### src/rtl/core/pwcf_pkg.sv
// Shared types, codes and the per-wall contact update for the peg/wall force block.
package pwcf_pkg;

  typedef logic [1:0] kind_t;

  localparam kind_t KIND_NONE = 2'd0;
  localparam kind_t KIND_SIDE = 2'd1;
  localparam kind_t KIND_DOWN = 2'd2;
  localparam kind_t KIND_RSVD = 2'd3;  // never produced

  typedef enum logic [1:0] {
    REG_NONE   = 2'd0,
    REG_BESIDE = 2'd1,
    REG_ABOVE  = 2'd2,
    REG_INSIDE = 2'd3
  } region_t;

  // Config register indexes
  typedef logic [2:0] cfg_idx_t;

  localparam cfg_idx_t CFG_LEFT_LIMIT  = 3'd0;
  localparam cfg_idx_t CFG_RIGHT_LIMIT = 3'd1;
  localparam cfg_idx_t CFG_UP_LIMIT    = 3'd2;
  localparam cfg_idx_t CFG_LEFT_STIFF  = 3'd3;
  localparam cfg_idx_t CFG_RIGHT_STIFF = 3'd4;
  localparam cfg_idx_t CFG_FORCE_CAP   = 3'd5;

  // One classified sample, handed from front to back.
  typedef struct packed {
    kind_t       l_kind;
    kind_t       r_kind;
    logic        fault;
    logic        l_neg;
    logic [31:0] l_mag;
    logic        r_neg;
    logic [31:0] r_mag;
  } job_t;

  typedef struct packed {
    kind_t kind;
    logic  fault;
  } contact_upd_t;

  function automatic contact_upd_t next_contact(region_t prev, region_t now, kind_t contact);
    contact_upd_t u;
    u.kind  = contact;
    u.fault = 1'b0;
    if (now != REG_INSIDE) begin
      u.kind = KIND_NONE;
    end else begin
      unique case (prev)
        REG_INSIDE: u.kind = contact;
        REG_BESIDE: u.kind = KIND_SIDE;
        REG_ABOVE:  u.kind = KIND_DOWN;
        REG_NONE:   u.fault = 1'b1;
        default:    u.fault = 1'b1;
      endcase
    end
    return u;
  endfunction

endpackage

### src/rtl/core/pwcf_front.sv
// Front end: classifies each sample, updates wall regions/contacts, forms penetrations.
module pwcf_front (
  input  logic                clk,
  input  logic                rst_n,
  input  logic                in_valid,
  output logic                in_ready,
  input  logic signed [31:0]  pos_y,
  input  logic signed [31:0]  pos_z,
  input  logic signed [31:0]  left_limit,
  input  logic signed [31:0]  right_limit,
  input  logic signed [31:0]  up_limit,
  input  logic                q_full,
  output logic                push,
  output pwcf_pkg::job_t      job
);
  import pwcf_pkg::*;

  region_t l_region_r, l_region_nxt;
  region_t r_region_r, r_region_nxt;
  kind_t   l_contact_r, l_contact_nxt;
  kind_t   r_contact_r, r_contact_nxt;

  logic lt, gt, below;
  contact_upd_t l_upd, r_upd;
  logic signed [32:0] pen_l_side, pen_r_side, pen_up, pen_l, pen_r;
  logic [32:0] neg_l, neg_r;

  assign in_ready = !q_full;
  assign push     = in_valid && !q_full;

  assign lt    = pos_y < left_limit;
  assign gt    = pos_y > right_limit;
  assign below = pos_z < up_limit;

  always_comb begin
    l_region_nxt = l_region_r;
    r_region_nxt = r_region_r;
    if (lt) begin
      if (below) begin
        l_region_nxt = REG_INSIDE;
      end else begin
        l_region_nxt = REG_ABOVE;
        r_region_nxt = REG_NONE;
      end
    end else if (gt) begin
      if (below) begin
        r_region_nxt = REG_INSIDE;
      end else begin
        r_region_nxt = REG_ABOVE;
        l_region_nxt = REG_NONE;
      end
    end else if (below) begin
      l_region_nxt = REG_BESIDE;
      r_region_nxt = REG_BESIDE;
    end else begin
      l_region_nxt = REG_NONE;
      r_region_nxt = REG_NONE;
    end
  end

  assign l_upd = next_contact(l_region_r, l_region_nxt, l_contact_r);
  assign r_upd = next_contact(r_region_r, r_region_nxt, r_contact_r);
  assign l_contact_nxt = l_upd.kind;
  assign r_contact_nxt = r_upd.kind;

  // penetrations, 33 bits so the difference never wraps
  assign pen_l_side = {left_limit[31], left_limit} - {pos_y[31], pos_y};
  assign pen_r_side = {right_limit[31], right_limit} - {pos_y[31], pos_y};
  assign pen_up     = {up_limit[31], up_limit} - {pos_z[31], pos_z};

  always_comb begin
    unique case (l_contact_nxt)
      KIND_SIDE: pen_l = pen_l_side;
      KIND_DOWN: pen_l = pen_up;
      default:   pen_l = '0;
    endcase
    unique case (r_contact_nxt)
      KIND_SIDE: pen_r = pen_r_side;
      KIND_DOWN: pen_r = pen_up;
      default:   pen_r = '0;
    endcase
  end

  // magnitude always fits 32 bits
  assign neg_l = -pen_l;
  assign neg_r = -pen_r;

  always_comb begin
    job.l_kind = l_contact_nxt;
    job.r_kind = r_contact_nxt;
    job.fault  = l_upd.fault | r_upd.fault;
    job.l_neg  = pen_l[32];
    job.l_mag  = pen_l[32] ? neg_l[31:0] : pen_l[31:0];
    job.r_neg  = pen_r[32];
    job.r_mag  = pen_r[32] ? neg_r[31:0] : pen_r[31:0];
  end

  always_ff @(posedge clk) begin
    if (!rst_n) begin
      l_region_r  <= REG_NONE;
      r_region_r  <= REG_NONE;
      l_contact_r <= KIND_NONE;
      r_contact_r <= KIND_NONE;
    end else if (push) begin
      l_region_r  <= l_region_nxt;
      r_region_r  <= r_region_nxt;
      l_contact_r <= l_contact_nxt;
      r_contact_r <= r_contact_nxt;
    end
  end

  // a wall can only hold a contact while inside it
  a_contact_inside: assert property (@(posedge clk) disable iff (!rst_n)
    ((l_contact_r != KIND_NONE) |-> (l_region_r == REG_INSIDE)) and
    ((r_contact_r != KIND_NONE) |-> (r_region_r == REG_INSIDE)))
    else $error("contact held outside inside region");

endmodule

### config.mk
export PLATFORM = sky130hd
export DESIGN_NAME = pwcf_front
export DESIGN_NICKNAME = d
export VERILOG_FILES = /design/src/rtl/core/pwcf_pkg.sv /design/src/rtl/core/pwcf_front.sv
export SDC_FILE = /design/constraint.sdc
export NUM_CORES = 1
export LEC_CHECK = 0
export ABC_CLOCK_PERIOD_IN_PS = 10700
export BUFFER_PORTS_ARGS = -buffer_cell sky130_fd_sc_hd__clkbuf_2
export CORE_ASPECT_RATIO = 1.75
export CORE_UTILIZATION = 50
export CTS_CLUSTER_SIZE = 10
export DETAILED_ROUTE_END_ITERATION = 6
export PLACE_DENSITY = 0.76
export SLEW_MARGIN = 20
export SYNTH_ARGS = -nofsm -noshare
export SYNTH_HDL_FRONTEND = slang
export SYNTH_SLANG_ARGS = --single-unit
export TNS_END_PERCENT = 10
### constraint.sdc
create_clock -name clk -period 10.7 [get_ports clk]
set_input_delay 0.535 -clock clk [delete_from_list [all_inputs] [get_ports clk]]
set_output_delay 0.535 -clock clk [all_outputs]
set_load 0.01 [all_outputs]
## Word level (Yosys, flattened, before mapping)

Cells that the tools add are included.
W data, S select, Z words.

| cells by class | value |
|---|---|
| $add $sub $neg | 5 |
| order comparisons | 3 |
| eq/ne operators | 10 |
| mux-type cells | 20 |
| bitwise operators | 1 |
| reductions and logical operators | 4 |

Operators with widths:

| cell | number |
|---|---|
| $pmux W33 S2 | 2 |
| $sub A32 B32 Y33 | 3 |
| $lt A32 B32 Y1 | 2 |
| $mux W32 | 2 |
| $neg A32 Y32 | 2 |
| $gt A32 B32 Y1 | 1 |
| $mux W2 | 8 |
| $eq A2 B1 Y1 const B | 4 |
| $eq A2 B2 Y1 const B | 4 |
| $pmux W2 S2 | 2 |
| $mux W1 | 6 |
| $logic_not A2 Y1 | 2 |
| $ne A2 B2 Y1 const B | 2 |
| $logic_and A1 B1 Y1 | 1 |
| $logic_not A1 Y1 | 1 |
| $or A1 B1 Y1 | 1 |

| storage, ports and cells | value |
|---|---|
| flip-flop bits (word level) | 8 |
| output and inout port bits | 73 |
| word-level logic and storage cells | 47 |

## Longest topological paths before layout

| depth | value |
|---|---|
| depth after elaboration | 10 |
| mapped depth | 27 |
| gate-level depth less buffers | 25 |

## Worst setup path before layout

OpenSTA, ideal clock, no wires.

| timing | value |
|---|---|
| path kind | input to output |
| from | input port pos_y[1] |
| to | output port job[30] in the netlist's numbering |
| data arrival time | 5.832 ns |
| slack | 4.333 ns |
| cell stages on the path | 25 |
| buffers on the path | 1 |
| cells stage by stage | inv_1 -> ha_1 -> nor2b_1 -> o31ai_1 -> o21a_1 -> o21ai_1 -> o21ai_0 -> a21oi_1 -> o31ai_1 -> a21oi_1 -> a211oi_1 -> o21ai_0 -> inv_1 -> ha_1 -> clkbuf_1 -> inv_1 -> nand2_1 -> or4b_2 -> mux2_2 -> and4_1 -> o221a_2 -> nor3b_4 -> o211ai_1 -> mux2i_1 -> or3_1 |

RTL lines:

| what | RTL line | RTL |
|---|---|---|
| start, declared | pwcf_front.sv:7 | `input logic signed [31:0] pos_y,` |
| end, declared | pwcf_front.sv:14 | `output pwcf_pkg::job_t job` |

==> flow_summary.ini <==
[sta]
maxSlewHeadroom_pct = 25.9
maxSlewViolCount = 0
final.setup.tns_ns = 0
worst_slew_pin_slew_ns = 1.11
finalHoldViolCount = 0
grt_setup_unrepaired = false
finalClockSkew_ns = 0.000227
finalCritPeriodShare_pct = 78.5
fin_crit_ns = 8.40
setup-violations-final = 0
fmaxAchievable_mhz = 119

[worst_setup_path]
critPathSlowestCell = o31ai_1
crit_path_start_kind = primary input
r2r-end = r_contact_r[0]
crit_type = primary input to output port
r2r_slack_ns = 9.17
worstPathMaxFanout = 24
r2r_cells = 6
end_kind = output port
critPathArrivalTime_ns = 7.86
crit_required_ns = 10.17
worstReg2RegStart = r_region_r[0]
max_stage_delay_ns = 0.62

[power]
seqPwrFrac_pct = 5.4
switchingPower_uw = 332
power.internal_uw = 262
vdd_drop_max_v = 0.000114
combPwrFrac_pct = 84.3
power_density_nw_per_um2 = 54.8
p_leak_nw = 5.05
p_clk_share_pct = 10.3
swShare_pct = 55.9

[logic_synthesis]
ys_seq_elements = 8
synthArstFlopShare_pct = 0
synth_fp_nets = 1702
netlist_area_um2 = 9430
yosysWarningCount = 0
ys_types = 88
synthFlopType = dfxtp_1
syn_area_per_cell_um2 = 6.61
yosysSeqAreaShare_pct = 1.70
netlist_instances = 1427
synth-edff-count = 0

[routing]
routed_wl_um = 37200
wl_per_cell_um = 20.0
final_antenna_net_count = 0
drt_iter0_markers = 820
drt_drc_violations_left = 0
via_per_inst = 6.43
vias = 11957
firstDrtPassIters = 5

[status]
status = finished clean

[floorplanning]
die_w_um = 106
io_pins = 237
die_h_um = 184
die_area_um2 = 19400
rows = 66
core-area_um2 = 18500
initial_core_util_pct = 51.0

[grt]
track_usage_pct = 36.6
antenna_found_initial = 0
grt_pass1_vias = 11362
grt_pass1_wl_um = 56500
grt_overflow_total = 0
grt_max_degree = 45

[finish]
drive_above_1_share_pct = 18.9
fin_cells = 1859
fill_cells = 1906
area_growth_pct = 14.9
nets = 1898
utilization_pct = 58.6
layout_commonest_cell = clkbuf_2
mostFrequentLayoutCells = clkbuf_2, nor2_1, a21oi_1
diodes = 0

[clock_tree]
cts-root-buf = clkbuf_16
clock_latency_ns = 0.23
clock-sinks = 8
cts_tree = done
holdBufCountCts = 0
clk_pin_slew_ns = 0.03
cts_buffers = 3
cts_setup_buffers = 0
cts_resized = 0
clock_tree.buffer_depth = 2
htreeDepth = 1

[min_path]
min_path_cells = 2
hp-start = r_contact_r[0]
holdPathEnd = r_contact_r[0]
hp-class = register to register

[placement]
dp_hpwl_um = 31400
dp.cells = 1856
gp_congestion = 1.00
portBuffers = 236

[job]
drv_cap = 0
-- cell families after synthesis --
logic type               share of synthesized area, %
flip-flops                                       1.70
buffers and inverters                            6.54
multiplexers                                     2.51
AO/OA/AOI/OAI                                    39.9
AND/OR/NAND/NOR                                  25.2
XOR/XNOR                                         9.19
adder cells (fa/ha/maj)                          15.0
-- synthesized netlist by cell type, types with 7 or more instances --
cell type | number | area [µm²]
a21o_1 | 35 | 263
a31oi_1 | 21 | 131
inv_1 | 106 | 398
a22oi_1 | 29 | 218
ha_1 | 108 | 1350
or3_1 | 10 | 62.6
xor2_1 | 43 | 377
mux2i_1 | 18 | 180
clkbuf_1 | 39 | 146
nor2b_1 | 19 | 119
buf_2 | 12 | 60.1
and3_1 | 11 | 68.8
a311oi_1 | 7 | 61.3
and4_1 | 7 | 61.3
nand2_1 | 126 | 473
and2_1 | 29 | 181
nand2b_1 | 16 | 100
dfxtp_1 | 8 | 160
nand4_1 | 24 | 150
o211ai_1 | 21 | 158
a21oi_1 | 128 | 641
xnor2_1 | 56 | 490
a211oi_1 | 22 | 165
nor2_1 | 146 | 548
a22o_1 | 8 | 70.1
nand3_1 | 29 | 145
o31ai_1 | 9 | 67.6
o21ai_1 | 16 | 80.1
a31o_2 | 9 | 78.8
o21ai_0 | 81 | 405
o21a_1 | 31 | 233
a41oi_1 | 8 | 70.1
o21bai_1 | 13 | 97.6
or2_2 | 9 | 56.3
a21boi_0 | 14 | 105
nor3_1 | 29 | 145
-- flip-flops by register name (all words and copies together), names as in the netlist --
register	cells
l_region_r	2
l_contact_r	2
r_contact_r	2
r_region_r	2
-- layout make-up --
type / count / area, µm² / area share (%)
Inverter: 106 / 398 / 3.67
Clock buffer: 3 / 75.1 / 0.693
Timing Repair Buffer: 245 / 1250 / 11.5
Multi-Input combinational cell: 1259 / 8660 / 79.9
Tap cell: 238 / 298 / 2.75
Sequential cell: 8 / 160 / 1.48
-- power groups by stage --
| stage | Clock [mW] | Combinational, mW | Sequential (mW) |
|---|---|---|---|
| final | 0.0613 | 0.501 | 0.0323 |
| after global routing | 0.0654 | 0.539 | 0.0325 |
| after CTS | 0.0631 | 0.486 | 0.0322 |
| after detailed placement | 0 | 0.483 | 0.0327 |
| after global placement | 0 | 0.480 | 0.0326 |
| after floorplan | 0 | 0.338 | 0.0323 |
-- how the worst max path moves through the flow --
stage | startpoint | to | slack (ns)
2_1_floorplan | pos_y[1] | job[30] | 4.33
5_1_grt | pos_y[1] | job[22] | 1.86
3_5_place_dp | pos_y[1] | job[22] | 2.53
3_3_place_gp | pos_y[1] | job[22] | 2.76
6_report | pos_y[1] | job[22] | 2.30
4_1_cts | pos_y[1] | job[22] | 2.55
-- stage by stage --
| step | power, mW | hold slack, ns | instance area (µm²) | setup slack [ns] |
|---|---|---|---|---|
| floorplan | 0.370 | 0.436 | 9430 | 4.33 |
| global placement | 0.512 | 0.445 | 10800 | 2.76 |
| detailed placement | 0.515 | 0.450 | 10800 | 2.53 |
| CTS | 0.581 | 0.455 | 10800 | 2.55 |
| global route | 0.637 | 0.480 | 10800 | 1.86 |
| finish | 0.594 | 0.455 | 10800 | 2.30 |
-- per-layer routing --
layer | GRT usage, % | vias to the layer above | wire, µm
li1 | - | 5690 | -
met1 | 38.9 | 5563 | 13400
met2 | 69.1 | 567 | 19100
met3 | 2.13 | 137 | 2110
met4 | 23.3 | 0 | 2590
met5 | 0 | - | 0
-- worst max-delay path, delay by kind of cell --
kind / cells / cell delay (ns)
compound gates: 11 / 3.72
buf+inv: 6 / 1.12
fa+ha+maj: 3 / 1.10
simple gates: 4 / 0.98
mux: 1 / 0.38
(Power assumes the default switching activity.)
