<file path="src/rtl/core/pwcf_pkg.sv">
// Shared types, codes and the per-wall contact update for the peg/wall force block.
package pwcf_pkg;

  typedef logic [1:0] kind_t;

  localparam kind_t KIND_NONE = 2'd0;
  localparam kind_t KIND_SIDE = 2'd1;
  localparam kind_t KIND_DOWN = 2'd2;
  localparam kind_t KIND_RSVD = 2'd3;  // never produced

  typedef enum logic [1:0] {
    REG_NONE   = 2'd0,
    REG_BESIDE = 2'd1,
    REG_ABOVE  = 2'd2,
    REG_INSIDE = 2'd3
  } region_t;

  // Config register indexes
  typedef logic [2:0] cfg_idx_t;

  localparam cfg_idx_t CFG_LEFT_LIMIT  = 3'd0;
  localparam cfg_idx_t CFG_RIGHT_LIMIT = 3'd1;
  localparam cfg_idx_t CFG_UP_LIMIT    = 3'd2;
  localparam cfg_idx_t CFG_LEFT_STIFF  = 3'd3;
  localparam cfg_idx_t CFG_RIGHT_STIFF = 3'd4;
  localparam cfg_idx_t CFG_FORCE_CAP   = 3'd5;

  // One classified sample, handed from front to back.
  typedef struct packed {
    kind_t       l_kind;
    kind_t       r_kind;
    logic        fault;
    logic        l_neg;
    logic [31:0] l_mag;
    logic        r_neg;
    logic [31:0] r_mag;
  } job_t;

  typedef struct packed {
    kind_t kind;
    logic  fault;
  } contact_upd_t;

  function automatic contact_upd_t next_contact(region_t prev, region_t now, kind_t contact);
    contact_upd_t u;
    u.kind  = contact;
    u.fault = 1'b0;
    if (now != REG_INSIDE) begin
      u.kind = KIND_NONE;
    end else begin
      unique case (prev)
        REG_INSIDE: u.kind = contact;
        REG_BESIDE: u.kind = KIND_SIDE;
        REG_ABOVE:  u.kind = KIND_DOWN;
        REG_NONE:   u.fault = 1'b1;
        default:    u.fault = 1'b1;
      endcase
    end
    return u;
  endfunction

endpackage

</file>
<file path="src/rtl/core/pwcf_queue.sv">
// Small FIFO of classified jobs between front and back.
module pwcf_queue #(
  parameter int DEPTH = 2
) (
  input  logic           clk,
  input  logic           rst_n,
  input  logic           push,
  input  pwcf_pkg::job_t push_job,
  output logic           full,
  input  logic           pop,
  output logic           not_empty,
  output pwcf_pkg::job_t head
);
  import pwcf_pkg::*;

  localparam int PW = (DEPTH > 1) ? $clog2(DEPTH) : 1;
  localparam int CW = $clog2(DEPTH + 1);

  job_t          mem_r [DEPTH];
  logic [PW-1:0] wr_ptr_r, wr_ptr_nxt;
  logic [PW-1:0] rd_ptr_r, rd_ptr_nxt;
  logic [CW-1:0] count_r, count_nxt;

  assign full      = count_r == CW'(DEPTH);
  assign not_empty = count_r != '0;
  assign head      = mem_r[rd_ptr_r];

  assign wr_ptr_nxt = (wr_ptr_r == PW'(DEPTH - 1)) ? '0 : wr_ptr_r + 1'b1;
  assign rd_ptr_nxt = (rd_ptr_r == PW'(DEPTH - 1)) ? '0 : rd_ptr_r + 1'b1;

  always_comb begin
    count_nxt = count_r;
    if (push && !pop) begin
      count_nxt = count_r + 1'b1;
    end else if (pop && !push) begin
      count_nxt = count_r - 1'b1;
    end
  end

  always_ff @(posedge clk) begin
    if (push) begin
      mem_r[wr_ptr_r] <= push_job;
    end
  end

  always_ff @(posedge clk) begin
    if (!rst_n) begin
      wr_ptr_r <= '0;
      rd_ptr_r <= '0;
      count_r  <= '0;
    end else begin
      count_r <= count_nxt;
      if (push) begin
        wr_ptr_r <= wr_ptr_nxt;
      end
      if (pop) begin
        rd_ptr_r <= rd_ptr_nxt;
      end
    end
  end

  a_no_overflow: assert property (@(posedge clk) disable iff (!rst_n)
    (push |-> !full) and (pop |-> not_empty))
    else $error("queue overflow or underflow");

endmodule

</file>
<file path="config.mk">
export PLATFORM = sky130hd
export DESIGN_NAME = pwcf_queue
export DESIGN_NICKNAME = d
export VERILOG_FILES = /design/src/rtl/core/pwcf_pkg.sv /design/src/rtl/core/pwcf_queue.sv
export SDC_FILE = /design/constraint.sdc
export NUM_CORES = 1
export LEC_CHECK = 0
export ABC_CLOCK_PERIOD_IN_PS = 10400
export BUFFER_PORTS_ARGS = -buffer_cell sky130_fd_sc_hd__buf_4
export CAP_MARGIN = 40
export CORE_AREA = 2 2 127 129
export CTS_CLUSTER_SIZE = 24
export DETAILED_ROUTE_END_ITERATION = 8
export DIE_AREA = 0 0 129 131
export PLACE_DENSITY_LB_ADDON = 0.08
export SLEW_MARGIN = 20
export SYNTH_ARGS = -nofsm -noshare
export SYNTH_HDL_FRONTEND = slang
export SYNTH_SLANG_ARGS = --single-unit
</file>
<file path="constraint.sdc">
create_clock -name clk -period 10.4 [get_ports clk]
set_input_delay 0 -clock clk [delete_from_list [all_inputs] [get_ports clk]]
set_output_delay 0 -clock clk [all_outputs]
set_load 0.02 [all_outputs]
</file>
# Word-level counts from Yosys, hierarchy flattened
# Memory sizes are Yosys's and may differ from the RTL's. A register that Yosys moved wholly into a read port is not among the register bits.
# Cells that the tools add are included.
# op_classes
n_addsub	4
eq_ne	1
n_mux	8
reduce_logical	6
# op_table
operator	n
1-bit 2-to-1 mux	6
2-bit 2-to-1 mux	2
2-bit nonzero test	2
1-bit adder, second input constant	2
2-bit by 1-bit adder with 2-bit output, second input constant	1
2-bit == test, second input constant	1
1-bit logical AND	2
1-bit logical NOT	2
2-bit by 1-bit subtractor with 2-bit output, second input constant	1
# totals
regBits	4
mem_bits_rw	142
inputBits	75
mem_count	1
# memory_table
memory	depth	word_bits	read_ports	rd_clocked_by_memory_dff	write_ports	line_no	text
mem_r	2	71	1	1	1	pwcf_queue.sv:19	job_t mem_r [DEPTH];

# Longest topological paths before layout
# Gate-level depths: netlist (run 1).
# depth
depth_word	4
depth_mapped	5
mapped_depth_nobuf	5

# Worst setup path after synthesis (run 1)
# Ideal clock, no wire load.
# synth_path
path_type	flip-flop to flip-flop
startpoint	register wr_ptr_r
endpoint	memory mem_r[0][0] in the netlist's numbering (enable)
arrival_ns	3.479
required_ns	9.890
path_slack_ns	6.412
path_stages_with_launch	2
path_buffers	0
path_cell_list	dfxtp_1 > nor2b_1
# synth_rtl
item	line_no	text
start: declaration	pwcf_queue.sv:20	logic [PW-1:0] wr_ptr_r, wr_ptr_nxt;
start signal: assignment	pwcf_queue.sv:54	wr_ptr_r <= wr_ptr_nxt;
end: declaration	pwcf_queue.sv:19	
# Straight into the memory's write port.

==> impl_results.md, run 1 <==
* CTS Sinks at 147
* DR WL/cell at 14.4 um
* Yosys top cell by area: edfxtp_1
* Final Hold Fails at 0
* # nets final at 555
* Fin crit period at 2.01 ns
* Post-synth top cells: edfxtp_1, mux2_2, buf_6
* Seq/Total Area, Yosys at 81.3%
* #FFs+latches synth at 147
* NetSw at 0.334 mW
* Gate power share at 12.8%
* Fin cells at 708
* Leakage Power at 3.05 nW
* Vias in the first global route at 3092
* Seq pwr share at 45.0%
* Synth area leaders: edfxtp_1, mux2_2, dfxtp_1
* Worst r2r dst: mem_r[0][45]$_DFFE_PP_
* Number of port buffers at 147
* Max-cap viol count at 0
* Cells after Synth at 243
* Effective utilization at floorplan at 34.4%
* P per Cell Area at 191 mW/mm2
* CTS Buf Count at 17
* CTS Hold Bufs at 75
* Most common cell in the netlist: edfxtp_1
* Max-slew violations at 0
* Switching share of power at 21.5%
* Min-Delay Path Class: input pin to register
* Worst skew pair latency at 0.41 ns
* CP arrival at 2.01 ns
* CP Class: register to output port
* Clk pwr share at 42.2%
* Post-CTS setup buffers at 0
* CTS root buf: clkbuf_16
* Distinct cells, synth at 17
* Worst EP required at 10.40 ns
* Share of Yosys cell area claimed by the top area cell type at 79.4%
* Placed cell count at 601
* Area Growth Syn to Fin at 51.1%
* Final setup violation count at 0
* Status: complete, no violations
* Number of remaining DRC errors at 0
* Via count at 2976
* Setup crit start kind: register
* Register area at 0.00437 mm2
* Via density at 4.20
* Hold Path Stages at 2
* Reg2reg setup slack at 8.46 ns
* Die X at 129 um
* DR pass1 iterations at 4
* Hold path start: push_job[2]
* Row Count at 46
* Setup Total Neg Slack at 0 ns
* Post-synth EDFFs at 142
* Total congestion overflow at 0
* Fmax at 0.498 GHz
* Core Area at 0.0156 mm2
* Clock transition at path regs at 0.06 ns
* Yosys Warn Count at 0
* Post-cts resize count at 0
* Worst reg2reg path depth at 2
* Worst Setup End Kind: output port
* Least-Margin Pin Slew at 0.750 ns
* Die Y at 131 um
* Worst Hold Path EP: mem_r[1][2]$_DFFE_PP_
* H-tree Lvls at 4
* Largest net degree at the start of global routing at 55
* Skew final at 0.00640 ns
* Initial antenna violation count at 0
* Cell Int Power at 1.22 mW
* Fin crit share at 19.3%
* Die area at 0.0169 mm2
* Detail Placement HPWL at 6090 um
* IO Count at 148
* Iteration-0 DRC Markers at 153
* Post-DRT Antenna Nets at 0
* Clk buf depth at 2
* Netlist Area Pre-Place at 0.00537 mm2
* Synthesized Nets at 319
* Gr usage total at 12.5%
* Unrepaired setup endpoints after global routing: false
* Clock tree from TritonCTS: built
* Worst-path fanout max at 43
* Asr flop ratio synth at 0%
* Area of the multi-input gates at 927 um2
* Fillers at 1302
* GP Congestion at 0.627
* Worst flop-to-flop path startpoint: wr_ptr_r$_SDFFE_PN0P_
* VDD IR max at 0.0964 mV
* Ratio of cells with drive above 1 in the final layout at 52.0%
* Util after Layout at 52.0%
* Antenna Cells at 0
* Prevailing post-synth register cell: edfxtp_1
* Syn Area/Cell at 22.1 um2
* Worst rel slew slack at 50.0%
* First-pass GRT wire length at 15600 um
* DRT Wirelength at 10200 um
-- critical path, stage by stage, from the launching register on --
cell and delay [ns]:
dfxtp_4 0.76, buf_12 0.28, mux2_2 0.37, buf_4 0.16
-- cell usage in the layout (no fill, tap or decap), types with 2 or more instances in the layout --
cell,instances
xor2_1,2
clkinvlp_4,3
dlygate4sd3_1,75
and2_1,3
clkinv_2,2
buf_4,148
dfxtp_1,4
edfxtp_1,142
clkbuf_1,2
mux2_2,71
clkinv_4,3
clkbuf_16,17
bufinv_16,5
buf_12,2
-- cell families (layout without fill, tap and decap cells) --
kind of cell	Yosys count	count (layout)	share of synthesized area (%)
AO/OA/AOI/OAI	3	3	0.373
XOR/XNOR	3	3	0.489
adder cells (fa/ha/maj)	1	1	0.233
buffers and inverters	9	258	1.63
flip-flops	147	147	81.3
multiplexers	71	71	14.9
AND/OR/NAND/NOR	9	9	1.10
-- worst max-delay path by stage --
stage | from | end | slack, ns | cells after the start
after CTS | register | head[29] | 8.31 | 3
after global placement | wr_ptr_r$_SDFFE_PN0P_ | mem_r[0][56]$_DFFE_PP_ | 8.38 | 2
final | register | head[29] | 8.39 | 3
after global routing | register | head[20] | 8.27 | 3
after floorplan | wr_ptr_r$_SDFFE_PN0P_ | mem_r[0][0]$_DFFE_PP_ | 6.41 | 1
after detailed placement | wr_ptr_r$_SDFFE_PN0P_ | mem_r[0][52]$_DFFE_PP_ | 8.36 | 2
-- layout make-up --
class | instances | share of cell area [%]
inverter | 1 | 0.0463
tap | 216 | 3.33
timing repair buffer | 225 | 23.4
clock buffer | 19 | 5.34
sequential | 147 | 53.8
clock inverter | 13 | 2.58
multi-input combinational | 87 | 11.4
-- state kept, by name, indices dropped and copies added (netlist names), named ones only --
signal    cells
mem_r       142
wr_ptr_r      1
count_r       2
rd_ptr_r      1
-- power by group through the flow --
| stage | Sequential (mW) | Clock, mW | Combinational (mW) |
|---|---|---|---|
| after detailed placement | 0.711 | 0 | 0.178 |
| after global routing | 0.702 | 0.696 | 0.213 |
| after floorplan | 0.704 | 0 | 0.104 |
| after CTS | 0.699 | 0.674 | 0.202 |
| final | 0.698 | 0.655 | 0.198 |
| after global placement | 0.715 | 0 | 0.170 |
-- per-layer routing --
layer | GRT usage (%) | routed length (um) | up-vias | share of wire, %
met1 | 15.0 | 4380 | 1436 | 43
met3 | 4.64 | 660 | 11 | 6.5
met2 | 19.9 | 5000 | 99 | 49
li1 | - | - | 1430 | -
met4 | 6.14 | 176 | 0 | 1.7
met5 | 0 | 0 | - | 0
-- per-stage QoR --
stage               cell area (um2)  worst slack [ns]  hold WS [ns]  total power, mW
finish                         8110              8.39         0.314             1.55
global route                   8110              8.27         0.303             1.61
CTS                            8110              8.31         0.291             1.57
detailed placement             6720              8.36         0.188            0.889
global placement               6680              8.38         0.185            0.885
floorplan                      5370              6.41        0.0989            0.808
No activity file was read; power rests on OpenSTA's default activity.
==> inputs of run 2 (changes only) <==
ABC_AREA = 1   (was unset)
ABC_CLOCK_PERIOD_IN_PS = 2000   (was 10400)
CORE_AREA = 2 2 131 133   (was 2 2 127 129)
DIE_AREA = 0 0 133 135   (was 0 0 129 131)
clock period = 2 ns   (was 10.4 ns; I/O delays follow)
==> run 2 against run 1 <==
Area after synthesis grew 6.3%. Hold slack worse by 0.0076 ns. Count of clock-buffer cells in the layout down 2. Total power rose to 5.0 times the previous value. Critical endpoint is now head[52].
==> impl_results.md, run 2 <==
* Status: complete, no violations
* Worst flop-to-flop path startpoint: wr_ptr_r$_SDFFE_PN0P_
* Top cell by count, worst path: buf_4
* Setup crit start kind: register
* #FFs+latches synth at 147
* Unrepaired setup endpoints after global routing: false
* Clock tree from TritonCTS: built
* Least-Margin Pin Slew at 0.539 ns
* Area Growth Syn to Fin at 47.0%
* Fin crit share at 83.8%
* Final Hold Fails at 0
* Setup WS post-layout at 0.324 ns
* Top flop regs: mem_r (142), count_r (2)
* Iteration-0 DRC Markers at 153
* Max-slew violations at 0
* CP Class: register to output port
* Post-synth EDFFs at 142
* Effective utilization at floorplan at 34.8%
* Vias in the first global route at 3142
* Cells after Synth at 256
* Detail Placement HPWL at 6560 um
* CTS root buf: clkbuf_16
* P per Cell Area at 933 mW/mm2
* Top reg by flops: mem_r
* Gr usage total at 12.2%
* Slowest Stage Delay on Critical Path at 0.39 ns
* Min-Delay Path Class: input pin to register
* Max-cap viol count at 0
* DR pass1 iterations at 4
* Prevailing post-synth register cell: edfxtp_1
* Critical path cell sequence: buf_4 -> mux2_4 -> buf_4
* CP top delay family: buffers and inverters
* Tot Pwr at 7.82 mW
* VDD IR max at 0.554 mV
* Critical-path top delay cell: buf_4
* Final setup violation count at 0
* Fin crit period at 1.68 ns
* Clk buf depth at 2
* Synth area leaders: edfxtp_1, mux2_4, buf_12
* Die X at 133 um
* Synthesized Nets at 332
* Die area at 0.0180 mm2
* Distinct cells, synth at 14
* Yosys top cell by area: edfxtp_1
* Seq/Total Area, Yosys at 76.5%
* DR WL/cell at 14.5 um
* Number of port buffers at 147
* IO Count at 148
* Post-synth top cells: edfxtp_1, mux2_4, nand2_1
* CTS Buf Count at 17
* Max reg flops at 142
* Fillers at 1391
* Antenna Cells at 0
* Most common cell in the netlist: edfxtp_1
* Hold path start: push_job[39]
* Total congestion overflow at 0
* GP Congestion at 0.675
* Worst rel slew slack at 64.0%
* Setup Total Neg Slack at 0 ns
* Worst EP required at 2.00 ns
* DRT Wirelength at 10600 um
* Largest net degree at the start of global routing at 38
* Placed cell count at 622
* CTS Hold Bufs at 76
* Via density at 4.16
* Skew final at 0.00347 ns
* Ratio of cells with drive above 1 in the final layout at 50.4%
* Post-DRT Antenna Nets at 0
* CTS Sinks at 147
* Row Count at 47
* Netlist Area Pre-Place at 0.00571 mm2
* CP arrival at 1.68 ns
* Commonest non-fill, non-tap cells in the layout: buf_4, edfxtp_1, dlygate4sd3_1
* Util after Layout at 51.1%
* Fmax at 0.597 GHz
* Initial antenna violation count at 0
* Fin cells at 730
* Post-CTS setup buffers at 0
* # nets final at 573
* Worst skew pair latency at 0.42 ns
* Dpl cell area at 0.00704 mm2
* Number of remaining DRC errors at 0
* Yosys Warn Count at 0
* Asr flop ratio synth at 0%
* Die Y at 135 um
* Commonest non-fill, non-tap cell in the layout: buf_4
* Via count at 3039
* Fin Hold WS at 0.306 ns
* First-pass GRT wire length at 16200 um
* Buf/Inv on CP at 2
* Leakage Power at 3.35 nW
* Share of Yosys cell area claimed by the top area cell type at 74.7%
* Worst-path fanout max at 22
* Syn Area/Cell at 22.3 um2
* Post-cts resize count at 0
* Worst Setup End Kind: output port
* H-tree Lvls at 4
* Design Area, Final at 0.00839 mm2
* Placement Setup Slack at 0.701 ns
* Clock transition at path regs at 0.06 ns
* Core Area at 0.0164 mm2
run 2: cell types whose count changed after synthesis, sizes merged, moves of 2 or more:
cell   before  now
nand2       0    9
nor2        0    8
inv         1    8
and2        4    0
nor2b       2    0
xor2        2    0
run 2: cell type report:
cell class              count  area [um2]  area share (%)
clock buffers              17         425            5.07
well taps                 220         275            3.28
inverters                   8        33.8           0.403
repair buffers            230        1950            23.3
clock inverters            15         164            1.95
multi-input cells          93        1170            13.9
flip-flops and latches    147        4370            52.1
run 2: path summary, 6_finish.rpt:
kind                            end  slack [ns]  depth (start not counted)
max reg2reg  mem_r[0][61]$_DFFE_PP_        0.70                          2
max                        head[52]        0.32                          3
min reg2reg                register        0.51                          2
min          mem_r[0][39]$_DFFE_PP_        0.31                          2
run 2: worst register-to-register path, cell delays in order, from the launching register on:
cell and delay, ns:
dfxtp_1 0.34, nor2_4 0.11, buf_4 0.46
run 2: layer usage:
metal / up-vias / track usage, % / wire [um] / part of all wire (%)
li1: 1471 / - / - / -
met1: 1455 / 14.4 / 4570 / 43
met2: 102 / 19.8 / 5240 / 49
met3: 11 / 4.95 / 646 / 6.1
met4: 0 / 5.56 / 157 / 1.5
met5: - / 0 / 0 / 0
run 2: where the power goes:
group / total, mW / switching (mW) / internal [mW]
logic: 1.08 / 0.490 / 0.585
registers: 3.60 / 0.0398 / 3.56
clock network: 3.15 / 1.20 / 1.94
run 2: kinds of logic after synthesis:
family | share of synthesized area (%)
flops | 76.5
compound gates | 0.175
buf+inv | 3.18
mux | 18.6
simple gates | 1.32
fa+ha+maj | 0.219
==> inputs of run 3 (changes only) <==
ABC_CLOCK_PERIOD_IN_PS = 1300   (was 2000)
clock period = 1.3 ns   (was 2 ns; I/O delays follow)
==> run 3 against run 2 <==
The flow now finishes with violations (negative setup slack). Largest power group unchanged. Hold slack about the same. Clock power is 36% higher. Clock skew is 0.0021 ns higher. Flip-flop and latch count unchanged. Die area did not move.
==> impl_results.md, run 3 (same netlist as run 2, synthesis figures left out) <==
* Crit. path cell count at 3
* Cell Int Power at 9.13 mW
* H-tree Lvls at 4
* Switching share of power at 22.0%
* # nets final at 577
* Clock tree from TritonCTS: built
* Critical-path top delay cell: dfxtp_4
* Clk buf depth at 2
* CP arrival at 1.51 ns
* CTS root buf: clkbuf_16
* Ratio of cells with drive above 1 in the final layout at 49.9%
* Die Y at 135 um
* Row Count at 47
* Top flop regs: mem_r (142), count_r (2)
* VDD IR max at 0.843 mV
* DRT Wirelength at 11300 um
* Fin crit share at 116%
* DR pass1 iterations at 3
* NetSw at 2.57 mW
* Clock transition at path regs at 0.06 ns
* CTS Buf Count at 17
* First-pass GRT wire length at 17500 um
* Setup Total Neg Slack at -13.78 ns
* Via count at 3073
* Critical path cell sequence: buf_12 -> mux2_4 -> buf_6
* Area Growth Syn to Fin at 52.4%
* IO Count at 148
* Post-DRT Antenna Nets at 0
* Slowest Stage Delay on Critical Path at 0.42 ns
* Effective utilization at floorplan at 34.8%
* Seq pwr share at 47.4%
* Fillers at 1362
* Max-slew violations at 0
* Worst Setup End Kind: output port
* Max-cap viol count at 0
* GP Congestion at 0.679
* CP Class: register to output port
* DR WL/cell at 15.3 um
* Iteration-0 DRC Markers at 96
* Number of remaining DRC errors at 0
* Initial antenna violation count at 1
* Unrepaired setup endpoints after global routing: true
* Leakage Power at 3.45 nW
* Worst reg2reg path depth at 4
* Number of port buffers at 147
* Placed cell count at 626
* Die X at 133 um
* Die area at 0.0180 mm2
* Largest net degree at the start of global routing at 33
* Total congestion overflow at 0
* Hold Path Stages at 2
* Final setup violation count at 71
* Top reg by flops: mem_r
* Detail Placement HPWL at 7260 um
* CP top delay family: flip-flops
* Clk pwr share at 36.5%
* Fin cells at 734
* Buf/Inv on CP at 2
* Worst EP required at 1.30 ns
* Design Area, Final at 0.00869 mm2
* Min-Delay Path Class: input pin to register
* Vias in the first global route at 3399
* Fmax at 0.663 GHz
* Via density at 4.19
* Fin crit period at 1.51 ns
* Dpl cell area at 0.00715 mm2
* Skew final at 0.00561 ns
* Commonest non-fill, non-tap cell in the layout: edfxtp_1
* Least-Margin Pin Slew at 0.261 ns
* Gate power share at 16.1%
* P per Cell Area at 1350 mW/mm2
* Gr usage total at 13.1%
* Status: complete, but fails checks
* Final Hold Fails at 0
* Core Area at 0.0164 mm2
* Setup crit start kind: register
* Setup WS post-layout at -0.209 ns
* Worst skew pair latency at 0.41 ns
* Failing checks: negative setup slack
* Worst rel slew slack at 82.6%
* CTS Sinks at 147
* Max reg flops at 142
* Worst-path fanout max at 19
* Commonest non-fill, non-tap cells in the layout: edfxtp_1, buf_4, dlygate4sd3_1
[run 3: changes by cell type in the layout (fill, tap and decap cells not counted), sizes merged]
cell,previous run,this run
clkbuf,17,23
buf,154,159
clkinvlp,5,2
bufinv,3,1
inv,9,7
diode,0,1
dlygate4sd3,76,75
[run 3: path summary, 6_finish.rpt]
path | start | endpoint | slack [ns]
worst max-delay path | register | head[54] | -0.21
worst min-delay path | push_job[58] | mem_r[1][58]$_DFFE_PP_ | 0.31
worst max register to register | wr_ptr_r$_SDFFE_PN0P_ | wr_ptr_r$_SDFFE_PN0P_ | 0.07
worst min register to register | rd_ptr_r$_SDFFE_PN0P_ | rd_ptr_r$_SDFFE_PN0P_ | 0.50
[run 3: layer usage]
layer	share of wire [%]	vias to the layer above	global-route usage, %
li1	-	1483	-
met1	42	1493	15.3
met2	51	84	21.9
met3	5.4	13	4.35
met4	1.8	0	5.91
met5	0	-	0
[run 3: cell type report]
class,instances,area (um2),area share [%]
sequential,147,4370,50.3
timing repair buffer,234,2320,26.7
multi-input combinational,93,1180,13.6
clock buffer,23,448,5.15
tap,220,275,3.17
clock inverter,8,62.6,0.720
inverter,8,33.8,0.389
antenna,1,2.50,0.0288
[run 3: metrics by stage]
stage / util [%] / hold slack (ns) / worst slack, ns / power (mW)
after global routing: 53.0 / 0.297 / -0.260 / 12.2
after floorplan: - / 0.0989 / -0.524 / 6.54
after CTS: 52.9 / 0.289 / -0.248 / 11.9
final: 53.0 / 0.307 / -0.209 / 11.7
after detailed placement: 43.6 / 0.188 / 0.143 / 7.21
after global placement: 43.6 / 0.185 / 0.168 / 7.18
[run 3: power by group through the flow]
| stage | combinational [mW] | sequential (mW) | clock [mW] |
|---|---|---|---|
| after floorplan | 0.909 | 5.63 | 0 |
| after global placement | 1.54 | 5.64 | 0 |
| after detailed placement | 1.56 | 5.65 | 0 |
| after CTS | 1.91 | 5.55 | 4.41 |
| after global routing | 1.99 | 5.57 | 4.61 |
| final | 1.88 | 5.55 | 4.27 |
[run 3: repair_timing]
item	4_1_cts	5_1_grt
endpoints found under the setup margin	71	72
hold buffers	75	0
resized for setup	71	2
buffers inserted	1	0
endpoints found under the hold margin	147	0
pin swaps	0	1
[run 3: worst reg2reg max path, delay by kind of cell (launching register included)]
| kind | cells | cell delay, ns |
|---|---|---|
| buffers and inverters | 1 | 0.56 |
| AND/OR/NAND/NOR | 3 | 0.26 |
| flip-flops | 1 | 0.35 |
